### src/ecq_pkg.sv
package ecq_pkg;

    // widths fixed by the item fields
    localparam int TYPE_BITS = 4;
    localparam int PAY_BITS  = 32;
    localparam int CNT_BITS  = 6;
    localparam int MASK_BITS = 16;

    // request codes carried on the input tuser
    localparam logic REQ_POST  = 1'b0;
    localparam logic REQ_DRAIN = 1'b1;

    // result kinds carried on the output tuser
    localparam logic KIND_ACK   = 1'b0;
    localparam logic KIND_EVENT = 1'b1;

    // configuration register indexes
    localparam logic [1:0] CFG_RELEVANT = 2'd0;
    localparam logic [1:0] CFG_COALESCE = 2'd1;
    localparam logic [1:0] CFG_RENDER   = 2'd2;

    // one stored event
    typedef struct packed {
        logic [TYPE_BITS-1:0]       etype;
        logic signed [PAY_BITS-1:0] payload;
    } t_slot;

    // one result item
    typedef struct packed {
        logic                       kind;
        logic [TYPE_BITS-1:0]       etype;
        logic signed [PAY_BITS-1:0] payload;
        logic                       accepted;
        logic [CNT_BITS-1:0]        pending;
        logic                       last;
    } t_result;

    // control from the sequencer to the per-type table
    typedef struct packed {
        logic                 wr_en;
        logic                 clr;
        logic [TYPE_BITS-1:0] wr_type;
    } t_tbl_ctl;

endpackage

### src/event_coalescing_queue.sv
// channel   direction  handshake                        payload
// s_axis    in         i_s_axis_tvalid/o_s_axis_tready  tuser req_type, tdata event fields
// m_axis    out        o_m_axis_tvalid/i_m_axis_tready  tuser kind, tdata result fields, tlast
// cfg       in         i_cfg_valid/o_cfg_ready          i_cfg_index, i_cfg_data
//
// a post's acknowledgement sits in the output register the next cycle
// and a new post is taken every cycle while the output register drains
// with rendering on, a drain of a nonempty queue walks through the slot memory and reads one
// slot per cycle on its single read port while the output is free; the registered read data
// then goes through the keep decision, and the final held event is released when the walk ends
// no input is taken during a drain walk; a stalled output stalls the walk
// reset is synchronous: queue empty, type table invalid, registers at their reset values
module event_coalescing_queue #(
    parameter int QUEUE_DEPTH = 32,
    parameter int TYPE_COUNT  = 16
) (
    input  logic        i_clk,
    input  logic        i_rst_n,
    input  logic        i_s_axis_tvalid,
    output logic        o_s_axis_tready,
    input  logic [39:0] i_s_axis_tdata,   // event_type[3:0], payload[35:4], zero[39:36]
    input  logic        i_s_axis_tuser,   // req_type[0]
    output logic        o_m_axis_tvalid,
    input  logic        i_m_axis_tready,
    output logic [47:0] o_m_axis_tdata,   // out_type[3:0], out_payload[35:4], accepted[36],
                                          // pending_count[42:37], zero[47:43]
    output logic        o_m_axis_tuser,   // kind[0]
    output logic        o_m_axis_tlast,
    input  logic        i_cfg_valid,
    output logic        o_cfg_ready,
    input  logic [1:0]  i_cfg_index,
    input  logic [15:0] i_cfg_data
);

    localparam int ADDR_W = $clog2(QUEUE_DEPTH);
    localparam int CNT_W  = $clog2(QUEUE_DEPTH + 1);

    localparam logic S_IDLE  = 1'b0;
    localparam logic S_DRAIN = 1'b1;

    // configuration registers
    logic [ecq_pkg::MASK_BITS-1:0] r_relevant;
    logic [ecq_pkg::MASK_BITS-1:0] r_coalesce;
    logic                          r_render;

    // control state
    logic              r_state, n_state;
    logic [CNT_W-1:0]  r_fill, n_fill;
    logic [CNT_W-1:0]  r_rd_idx;
    logic              r_dv;
    logic [ADDR_W-1:0] r_dslot;
    logic              r_hold_vld;
    ecq_pkg::t_slot    r_hold;
    logic              r_out_vld;
    ecq_pkg::t_result  r_out;

    logic                          in_acc;
    logic                          out_free;
    logic [ecq_pkg::TYPE_BITS-1:0] in_type;
    logic [ecq_pkg::PAY_BITS-1:0]  in_pay;
    logic                          is_post;
    logic                          is_drain;
    logic                          relevant;
    logic                          store;
    logic                          drain_step;
    logic                          rd_en;
    logic                          walk_done;
    logic                          coal;
    logic                          is_latest;
    logic                          keep;
    logic                          push_held;
    ecq_pkg::t_slot                wr_data;
    ecq_pkg::t_slot                rd_data;
    ecq_pkg::t_tbl_ctl             tbl_ctl;
    logic [CNT_W-1:0]              fill_inc;

    assign in_type  = i_s_axis_tdata[3:0];
    assign in_pay   = i_s_axis_tdata[35:4];
    assign out_free = !r_out_vld || i_m_axis_tready;

    assign o_s_axis_tready = (r_state == S_IDLE) && out_free;
    assign in_acc          = i_s_axis_tvalid && o_s_axis_tready;
    assign is_post         = in_acc && (i_s_axis_tuser == ecq_pkg::REQ_POST);
    assign is_drain        = in_acc && (i_s_axis_tuser == ecq_pkg::REQ_DRAIN);

    // post filter and room check
    assign relevant = (32'(in_type) < TYPE_COUNT) && r_relevant[in_type];
    assign store    = is_post && relevant && (r_fill < CNT_W'(QUEUE_DEPTH));
    assign fill_inc = r_fill + CNT_W'(1);

    // drain walk: issue stage and data stage advance together
    assign drain_step = (r_state == S_DRAIN) && out_free;
    assign rd_en      = drain_step && (r_rd_idx < r_fill);
    assign walk_done  = drain_step && (r_rd_idx == r_fill) && !r_dv;

    // coalescing decision on the slot just read
    assign coal      = (32'(rd_data.etype) < TYPE_COUNT) && r_coalesce[rd_data.etype];
    assign keep      = !coal || is_latest;
    assign push_held = drain_step && r_dv && keep && r_hold_vld;

    assign wr_data.etype   = in_type;
    assign wr_data.payload = in_pay;

    assign tbl_ctl.wr_en   = store;
    assign tbl_ctl.wr_type = in_type;
    assign tbl_ctl.clr     = walk_done || (is_drain && !r_render);

    ecq_slot_mem #(
        .DEPTH  (QUEUE_DEPTH),
        .ADDR_W (ADDR_W)
    ) u_mem (
        .i_clk     (i_clk),
        .i_wr_en   (store),
        .i_wr_addr (r_fill[ADDR_W-1:0]),
        .i_wr_data (wr_data),
        .i_rd_en   (rd_en),
        .i_rd_addr (r_rd_idx[ADDR_W-1:0]),
        .o_rd_data (rd_data)
    );

    ecq_type_table #(
        .TYPE_COUNT (TYPE_COUNT),
        .ADDR_W     (ADDR_W)
    ) u_tbl (
        .i_clk       (i_clk),
        .i_rst_n     (i_rst_n),
        .i_ctl       (tbl_ctl),
        .i_wr_slot   (r_fill[ADDR_W-1:0]),
        .i_rd_type   (rd_data.etype),
        .i_rd_slot   (r_dslot),
        .o_is_latest (is_latest)
    );

    // configuration writes
    assign o_cfg_ready = 1'b1;
    always_ff @(posedge i_clk) begin
        if (!i_rst_n) begin
            r_relevant <= '1;
            r_coalesce <= '0;
            r_render   <= 1'b0;
        end else if (i_cfg_valid) begin
            case (i_cfg_index)
                ecq_pkg::CFG_RELEVANT: r_relevant <= i_cfg_data;
                ecq_pkg::CFG_COALESCE: r_coalesce <= i_cfg_data;
                ecq_pkg::CFG_RENDER:   r_render   <= i_cfg_data[0];
                default:               ;
            endcase
        end
    end

    // next state and fill count
    always_comb begin
        n_state = r_state;
        n_fill  = r_fill;
        case (r_state)
            S_IDLE: begin
                if (store) begin
                    n_fill = fill_inc;
                end else if (is_drain) begin
                    if (!r_render) begin
                        n_fill = '0;
                    end else if (r_fill != '0) begin
                        n_state = S_DRAIN;
                    end
                end
            end
            S_DRAIN: begin
                if (walk_done) begin
                    n_state = S_IDLE;
                    n_fill  = '0;
                end
            end
            default: n_state = S_IDLE;
        endcase
    end

    always_ff @(posedge i_clk) begin
        if (!i_rst_n) begin
            r_state <= S_IDLE;
            r_fill  <= '0;
        end else begin
            r_state <= n_state;
            r_fill  <= n_fill;
        end
    end

    // read address walk and data-valid pipe
    always_ff @(posedge i_clk) begin
        if (!i_rst_n) begin
            r_rd_idx <= '0;
            r_dv     <= 1'b0;
        end else if (is_drain) begin
            r_rd_idx <= '0;
            r_dv     <= 1'b0;
        end else if (drain_step) begin
            r_dv <= rd_en;
            if (rd_en) begin
                r_rd_idx <= r_rd_idx + CNT_W'(1);
            end
        end
    end

    always_ff @(posedge i_clk) begin
        if (rd_en) begin
            r_dslot <= r_rd_idx[ADDR_W-1:0];
        end
    end

    // one kept event is held back so the final one can carry tlast
    always_ff @(posedge i_clk) begin
        if (!i_rst_n) begin
            r_hold_vld <= 1'b0;
        end else if (walk_done) begin
            r_hold_vld <= 1'b0;
        end else if (drain_step && r_dv && keep) begin
            r_hold_vld <= 1'b1;
        end
    end

    always_ff @(posedge i_clk) begin
        if (drain_step && r_dv && keep) begin
            r_hold <= rd_data;
        end
    end

    // output register
    always_ff @(posedge i_clk) begin
        if (!i_rst_n) begin
            r_out_vld <= 1'b0;
        end else if (is_post || push_held || (walk_done && r_hold_vld)) begin
            r_out_vld <= 1'b1;
        end else if (i_m_axis_tready) begin
            r_out_vld <= 1'b0;
        end
    end

    always_ff @(posedge i_clk) begin
        if (is_post) begin
            r_out.kind     <= ecq_pkg::KIND_ACK;
            r_out.etype    <= in_type;
            r_out.payload  <= in_pay;
            r_out.accepted <= store;
            r_out.pending  <= ecq_pkg::CNT_BITS'(store ? fill_inc : r_fill);
            r_out.last     <= 1'b1;
        end else if (push_held || (walk_done && r_hold_vld)) begin
            r_out.kind     <= ecq_pkg::KIND_EVENT;
            r_out.etype    <= r_hold.etype;
            r_out.payload  <= r_hold.payload;
            r_out.accepted <= 1'b0;
            r_out.pending  <= '0;
            r_out.last     <= walk_done;
        end
    end

    assign o_m_axis_tvalid = r_out_vld;
    assign o_m_axis_tuser  = r_out.kind;
    assign o_m_axis_tlast  = r_out.last;
    assign o_m_axis_tdata  = {5'b0, r_out.pending, r_out.accepted, r_out.payload, r_out.etype};

    // fill count never passes the queue depth
    a_fill_bound: assert property (@(posedge i_clk) disable iff (!i_rst_n)
        r_fill <= CNT_W'(QUEUE_DEPTH))
        else $error("fill count above queue depth");

    // the walk never reads past the stored events
    a_walk_bound: assert property (@(posedge i_clk) disable iff (!i_rst_n)
        (r_state == S_DRAIN) |-> (r_rd_idx <= r_fill))
        else $error("drain read index beyond fill count");

    // a finished walk leaves the queue empty
    a_walk_clears: assert property (@(posedge i_clk) disable iff (!i_rst_n)
        walk_done |=> (r_fill == '0) && (r_state == S_IDLE))
        else $error("queue not empty after drain");

    // no read data or held event survives outside a walk
    a_idle_quiet: assert property (@(posedge i_clk) disable iff (!i_rst_n)
        (r_state == S_IDLE) |-> (!r_dv && !r_hold_vld))
        else $error("walk state left over in idle");

    // the final event of a walk carries tlast
    a_walk_last: assert property (@(posedge i_clk) disable iff (!i_rst_n)
        (walk_done && r_hold_vld) |=> (o_m_axis_tvalid && o_m_axis_tlast))
        else $error("final drained event without tlast");

endmodule

### src/ecq_slot_mem.sv
module ecq_slot_mem #(
    parameter int DEPTH  = 32,
    parameter int ADDR_W = 5
) (
    input  logic                  i_clk,
    input  logic                  i_wr_en,
    input  logic [ADDR_W-1:0]     i_wr_addr,
    input  ecq_pkg::t_slot        i_wr_data,
    input  logic                  i_rd_en,
    input  logic [ADDR_W-1:0]     i_rd_addr,
    output ecq_pkg::t_slot        o_rd_data
);

    ecq_pkg::t_slot r_mem [DEPTH];
    ecq_pkg::t_slot r_rdata;

    // single write port, registered read port
    always_ff @(posedge i_clk) begin
        if (i_wr_en) begin
            r_mem[i_wr_addr] <= i_wr_data;
        end
        if (i_rd_en) begin
            r_rdata <= r_mem[i_rd_addr];
        end
    end

    assign o_rd_data = r_rdata;

endmodule

### src/ecq_type_table.sv
module ecq_type_table #(
    parameter int TYPE_COUNT = 16,
    parameter int ADDR_W     = 5
) (
    input  logic                              i_clk,
    input  logic                              i_rst_n,
    input  ecq_pkg::t_tbl_ctl                 i_ctl,
    input  logic [ADDR_W-1:0]                 i_wr_slot,
    input  logic [ecq_pkg::TYPE_BITS-1:0]     i_rd_type,
    input  logic [ADDR_W-1:0]                 i_rd_slot,
    output logic                              o_is_latest
);

    localparam int TYPE_W = $clog2(TYPE_COUNT);

    logic [TYPE_COUNT-1:0] r_valid;
    logic [ADDR_W-1:0]     r_slot [TYPE_COUNT];
    logic [TYPE_W-1:0]     wr_idx;
    logic [TYPE_W-1:0]     rd_idx;
    logic                  rd_in_range;

    assign wr_idx      = TYPE_W'(i_ctl.wr_type);
    assign rd_idx      = TYPE_W'(i_rd_type);
    assign rd_in_range = 32'(i_rd_type) < TYPE_COUNT;

    // valid bit per type, cleared at once by a drain
    always_ff @(posedge i_clk) begin
        if (!i_rst_n) begin
            r_valid <= '0;
        end else if (i_ctl.clr) begin
            r_valid <= '0;
        end else if (i_ctl.wr_en) begin
            r_valid[wr_idx] <= 1'b1;
        end
    end

    // slot of the newest occurrence
    always_ff @(posedge i_clk) begin
        if (i_ctl.wr_en) begin
            r_slot[wr_idx] <= i_wr_slot;
        end
    end

    assign o_is_latest = rd_in_range && r_valid[rd_idx] && (r_slot[rd_idx] == i_rd_slot);

endmodule

### config.mk
export PLATFORM = sky130hd
export DESIGN_NAME = event_coalescing_queue
export DESIGN_NICKNAME = d
export VERILOG_FILES = /design/src/ecq_pkg.sv /design/src/event_coalescing_queue.sv /design/src/ecq_slot_mem.sv /design/src/ecq_type_table.sv
export SDC_FILE = /design/constraint.sdc
export NUM_CORES = 2
export LEC_CHECK = 0
export ABC_AREA = 1
export BUFFER_PORTS_ARGS = -buffer_cell sky130_fd_sc_hd__buf_2
export CORE_MARGIN = 4
export CORE_UTILIZATION = 33
export CTS_BUF_LIST = sky130_fd_sc_hd__clkbuf_4 sky130_fd_sc_hd__clkbuf_8
export DETAILED_ROUTE_END_ITERATION = 8
export MAX_ROUTING_LAYER = met4
export SYNTH_ARGS = -nofsm -noshare
export SYNTH_HDL_FRONTEND = slang
export SYNTH_SLANG_ARGS = --single-unit
### constraint.sdc
create_clock -name i_clk -period 4.9 [get_ports i_clk]
set_input_delay 0.98 -clock i_clk [delete_from_list [all_inputs] [get_ports i_clk]]
set_output_delay 0.98 -clock i_clk [all_outputs]
set_load 0.005 [all_outputs]
**After elaboration in Yosys (flattened, before gate mapping)**

Memory sizes are Yosys's and may differ from the RTL's. A register that Yosys moved wholly into a read port is not among the register bits.
Index checks and enable logic that the tools add are counted.
Widths: inputs -> output; s select.

- Flip-flop bits (word level): 151
- Latch bits: 0
- Memory bits (writable): 1,232
- ROM bits: 0
- Output and inout port bits: 53
- Logic and storage cells: 104
- Memories kept: 2

Memories:

| memory | words | bits a word | rd ports | clocked after Yosys merged registers in | wr ports | line | text |
|---|---|---|---|---|---|---|---|
| u_mem.r_mem | 32 | 36 | 1 | 1 | 1 | ecq_slot_mem.sv:14 | `ecq_pkg::t_slot r_mem [DEPTH];` |
| u_tbl.r_slot | 16 | 5 | 1 | 0 | 1 | ecq_type_table.sv:17 | `logic [ADDR_W-1:0] r_slot [TYPE_COUNT];` |

- $add $sub $neg: 2
- Multipliers: 0
- Divide/modulo/power cells: 0
- Order comparisons: 5
- Eq/ne operators: 7
- Shift operators: 0
- Muxes and demuxes: 26
- Bitwise operators: 4
- Reductions and logical operators: 39

Operators by type and width:

| cell | number |
|---|---|
| $mux 44 | 2 |
| $mux 6 | 5 |
| $logic_and 1x1->1 | 17 |
| $or 16x16->16 | 1 |
| $mux 1 | 13 |
| $add 6x1->6 const B | 2 |
| $bmux 1 s4 | 3 |
| $pmux 6 s2 | 1 |
| $lt 4x5->1 const B | 2 |
| $reduce_and 2->1 | 4 |
| $eq 6x6->1 | 1 |
| $logic_or 1x1->1 | 6 |
| $lt 6x6->1 | 1 |
| $lt 6x6->1 const B | 1 |
| $ne 3x3->1 const B | 2 |
| $reduce_bool 6->1 | 1 |
| $reduce_or 2->1 | 3 |
| $eq 5x5->1 | 1 |
| $demux 1 s4 | 1 |
| $ge 4x1->1 const B | 1 |
| $logic_not 1->1 | 4 |
| $reduce_bool 2->1 | 2 |
| $not 1->1 | 3 |
| $reduce_and 3->1 | 1 |
| other kinds (5) | 5 |

**Depth between registers and ports, before layout**

- Word-level depth: 9
- Depth in mapped cells: 18

**Modules after synthesis**

From an unflattened synthesis, not the netlist that was laid out.

- Cell total of the unflattened synthesis: 5,005
- Area, all modules: 58,082.0 um^2

By module, submodules not included:

| module | times used | cells an instance | area each (um^2) | sequential area each (um^2) |
|---|---|---|---|---|
| ecq_slot_mem | 1 | 3,969 | 48,062.3 | 35,674.2 |
| event_coalescing_queue | 1 | 610 | 5,831.8 | 3,543.4 |
| ecq_type_table | 1 | 426 | 4,187.8 | 2,722.6 |

**Worst setup path after synthesis**

No wires, ideal clock.

- Kind: reg-to-reg
- Start point: register r_rd_idx[0]
- End point: register r_rd_idx[5]
- Library setup time: 119 ps
- Arrival: 4,147 ps
- Required time: 4,781 ps
- Slack: 633 ps
- Stages on the path, launching flop included: 14
- Path buffers: 3
- Period minus slack after synthesis: 4,267 ps
- Path through: dfxtp_1 > buf_2 > inv_2 > clkbuf_1 > clkbuf_1 > ha_1 > nor2_1 > o21ai_0 > nor3b_2 > nand2_1 > nor4_1 > nand2_1 > o21ai_0 > a21oi_1

- Longest elaborated chain between the ends: 3
- Elaborated cells on any way between the ends: 4
- Those cells by class: add/sub (1); order compare (1); reduce/logical (2)

RTL lines:

| what | line | text |
|---|---|---|
| start, declared | event_coalescing_queue.sv:49 | `logic [CNT_W-1:0] r_rd_idx;` |
| start signal, assigned | event_coalescing_queue.sv:198 | `r_rd_idx <= r_rd_idx + CNT_W'(1);` |
| $lt 6x6->1 | event_coalescing_queue.sv:93 | `assign rd_en = drain_step && (r_rd_idx < r_fill);` |
| $logic_and 1x1->1 | event_coalescing_queue.sv:93 |  |
| net rd_en | event_coalescing_queue.sv:66 | `logic rd_en;` |
| $reduce_and 2->1 (no line) | - |  |

The timed path passes the listed nets, and every way through them passes these cells.
A chain may end at the register's enable or synchronous reset.

**Worst setup path after layout**

- Start point: register r_rd_idx[0]
- End point: register r_out (netlist bit o_m_axis_tdata[4]) (enable)

- Longest elaborated chain between the ends: 6

RTL lines:

| what | line | text |
|---|---|---|
| $eq 6x6->1 | event_coalescing_queue.sv:94 | `assign walk_done = drain_step && (r_rd_idx == r_fill) && !r_dv;` |
| $logic_and 1x1->1 (2 in series) | event_coalescing_queue.sv:94 |  |
| $logic_and 1x1->1 | event_coalescing_queue.sv:245 | `end else if (push_held \|\| (walk_done && r_hold_vld)) begin` |
| $logic_or 1x1->1 | event_coalescing_queue.sv:245 |  |
| $reduce_bool 2->1 (no line) | - |  |
| end, declared | event_coalescing_queue.sv:55 | `ecq_pkg::t_result r_out;` |

Every way passes these cells.

==> flow_summary_export.csv <==
group,metric,value,unit
floorplan,rows,150,
floorplan,core,167000,um^2
synthesis,synth_top_area_share,73.27,%
finish,fin_cells,6840,
synthesis,synthFlopType,"edfxtp_1",
timing,hold_violations,0,
finish,nets,4531,
synthesis,yosysMostFrequentCell,"edfxtp_1",
clocking,clock_path_buffers,3,
finish,area_growth,13.94,%
synthesis,synth.ff_latch_count,1419,
worst_setup_path,worst_r2r_path_depth,9,
power_and_ir_drop,ir_drop,0.2400,mV
synthesis,ys_warn_count,0,
power_and_ir_drop,power_leakage,21.12,nW
synthesis,avgSynthCellArea,12.87,um^2
timing,tns,0,ns
worst_setup_path,worstReg2RegStart,"r_rd_idx[0]$_SDFFE_PP0P_",
grt,grt_overflow,0,
synthesis,syn_area,55410,um^2
clocking,postCtsSetupBuffers,0,
clocking,cts_tree,"done",
timing,fmax,296.2,MHz
timing,relSlewSlack,26.78,%
synthesis,yosysUniqueCellTypes,33,
clocking,hold_buffers,0,
worst_setup_path,path_max_fanout,125,
clocking,cts_root_buf,"clkbuf_8",
worst_setup_path,cp-end-kind,"register",
clocking,cts_buffers,214,
power_and_ir_drop,switching_share,21.52,%
clocking,cts_resized,0,
routing,antenna_left,0,
outcome,outcome,"completed",
timing,setup_viol,0,
timing,clock_skew,0.05768,ns
synthesis,synthTopCellsByArea,"edfxtp_1 (73%), o21ai_0 (5.8%), nor2_1 (4.7%), nand2_1 (3.2%), dfxtp_1 (2.4%)",
worst_setup_path,cp_common_cell,"inv_1",
timing,grt_setup_unrepaired,"no",
power_and_ir_drop,pwr-share-clk,41.1,%
routing,drt_iter0_markers,3894,
grt,grt_pass1_vias,34190,
worst_setup_path,slowest_delay,0.90,ns
placement,dp_cells,6443,
worst_setup_path,r2r_slack,1.52,ns
synthesis,synth_common_cells,"edfxtp_1 (1352), nor2_1 (697), o21ai_0 (645)",
clocking,path_clk_slew,0.06,ns
power_and_ir_drop,p_int,18.39,mW
floorplan,initial_core_util,33.17,%
grt,track_usage,17.90,%
floorplan,die_h,417.8,um
worst_setup_path,crit_end,"o_m_axis_tdata[4]$_DFFE_PP_",
run,drv_cap,0,
routing,routed_wl,156000,um
worst_setup_path,critical_path_class,"reg -> reg",
floorplan,die_w,417.8,um
clocking,htreeDepth,4,
timing,final.period_utilization,68.90,%
clocking,clk_latency,0.94,ns
routing,drc,0,
grt,grt_pass1_wl,227200,um
timing,worst-slew-pin-transition,1.097,ns
synthesis,synth_edf_count,1352,
floorplan,dieArea,174500,um^2
routing,first_pass_iters,6,
power_and_ir_drop,pwr-share-seq,57.0,%
power_and_ir_drop,netSwitchingPower,5.045,mW
placement,pre_cts_slack,0.7248,ns
worst_setup_path,r2r_end,"o_m_axis_tdata[4]$_DFFE_PP_",
worst_setup_path,crit_required,5.47,ns
placement,place_hpwl,83750,um
power_and_ir_drop,p_comb_share,1.9,%
placement,place.gp.congestion,0.8538,
worst_setup_path,cp.arrival,3.94,ns
grt,grt_start_max_net_pins,201,
synthesis,ys_seq_area_share,75.69,%
synthesis,synthCells,4304,
routing,wl_per_cell,22.81,um
routing,vias,35880,
worst_setup_path,start_kind,"register",
worst_setup_path,cp_slowest_cell,"dfxtp_4",
placement,io_buffers,106,
timing,drv_slew,0,
power_and_ir_drop,power_density,371.3,nW/um^2
synthesis,async_flop_share,0,%
timing,timing.final.ws_setup,1.524,ns
grt,antenna_found_initial,17,
worst_setup_path,crit_chain,"inv_8, ha_1, nand3_1, inv_1, nand4_1, nand2_1, inv_1, nand2_2, buf_12",
worst_setup_path,cp-startpoint,"r_rd_idx[0]$_SDFFE_PP0P_",
synthesis,synth_area_leader_cell,"edfxtp_1",
finish,drive_gt1_share,12.83,%
floorplan,ioPinCount,117,
clocking,cts_sinks,1419,
routing,vias_per_cell,5.245,
hold_path,min-delay-path-class,"in -> reg",
timing,fin_crit,3.376,ns
[power by group through the flow]
stage	sequential [mW]	clock, mW	combinational (mW)
floorplan	13.6	0	0.151
global placement	13.6	0	0.424
detailed placement	13.6	0	0.434
CTS	13.4	9.81	0.436
global route	13.4	10.4	0.479
finish	13.4	9.64	0.434
[cell type report]
cell class,instances,area [um^2]
diodes,5,12.51
clock buffers,292,3537
clock inverters,100,693.2
fillers,15790,103900
inverters,169,651.9
multi-input cells,2438,11960
flip-flops and latches,1419,41950
well taps,2204,2758
repair buffers,213,1572
[critical path, delay by kind of cell, from the launching register on]
kind,cells,cell delay [ns]
buffers and inverters,4,0.91
DFF,1,0.90
adders and majority gates,1,0.45
and+or+nand+nor,4,0.68
[cell usage in the layout, fill, tap and decap left out, types with 8 or more instances in the layout]
master,synthesis,layout
a21oi_1,34,34
inv_1,165,161
o22ai_1,189,189
nand2_1,469,468
clkinv_1,0,63
o21ai_0,645,645
buf_12,0,19
a22oi_1,8,8
dfxtp_1,67,63
buf_4,9,88
clkinv_2,0,17
ha_1,12,12
nor2_4,0,34
clkbuf_4,0,77
o221ai_1,103,103
nor2_1,697,663
buf_2,17,106
clkbuf_8,0,215
nand4_1,38,38
o211ai_1,53,53
nand3_1,166,166
edfxtp_1,1352,1352
[metrics by stage]
stage | util, % | hold WS, ns | area [um^2] | power (mW)
6_report | 37.80 | 0.2965 | 63130 | 23.44
5_1_grt | 37.79 | 0.2486 | 63130 | 24.23
4_1_cts | 37.79 | 0.1836 | 63120 | 23.61
3_5_place_dp | 35.26 | 0.4056 | 58890 | 14.05
3_3_place_gp | 35.26 | 0.4005 | 58890 | 14.04
2_1_floorplan | - | 0.4003 | 55420 | 13.75
[cell families after synthesis]
family | count (synthesis) | share of synthesized area [%]
adders and majority gates | 12 | 0.2710
and+or+nand+nor | 1383 | 10.01
buffers and inverters | 451 | 3.236
other | 2 | 0.01355
AOI/OAI and AO/OA | 1036 | 10.76
DFF | 1419 | 75.69
xor gates and xnor gates | 1 | 0.01581
[layer usage]
metal  part of all wire [%]  GRT usage, %  vias up
met5                      0             -        -
met1                     42         23.53    17900
met2                     47         28.06     1559
li1                       -             -    16110
met4                    3.0         6.182        0
met3                    8.1         3.267      306
[worst min path at each step]
stage | start | end | slack, ns | cells past startpoint
floorplan | u_mem.o_rd_data[0]$_DFFE_PP_ | r_hold[0]$_DFFE_PP_ | 0.40 | 0
global route | i_cfg_data[14] | r_relevant[14]$_SDFFE_PN1P_ | 0.25 | 3
global placement | u_mem.o_rd_data[1]$_DFFE_PP_ | r_hold[1]$_DFFE_PP_ | 0.40 | 0
detailed placement | u_mem.o_rd_data[26]$_DFFE_PP_ | r_hold[26]$_DFFE_PP_ | 0.41 | 0
CTS | i_cfg_data[4] | r_relevant[4]$_SDFFE_PN1P_ | 0.18 | 3
finish | i_cfg_data[4] | r_relevant[4]$_SDFFE_PN1P_ | 0.30 | 3
[state kept, by name (all words and copies together) (netlist names)]
register         flops
u_tbl.r_slot        80
r_hold_vld           1
r_dv                 1
r_rd_idx             6
r_hold              36
r_coalesce          16
u_mem.o_rd_data     36
r_relevant          16
u_mem.r_mem       1152
o_m_axis_tlast       1
r_render             1
r_state              1
o_m_axis_tvalid      1
o_m_axis_tdata      43
r_fill               6
o_m_axis_tuser       1
u_tbl.r_valid       16
r_dslot              5
No activity file was read; power rests on OpenSTA's default activity.
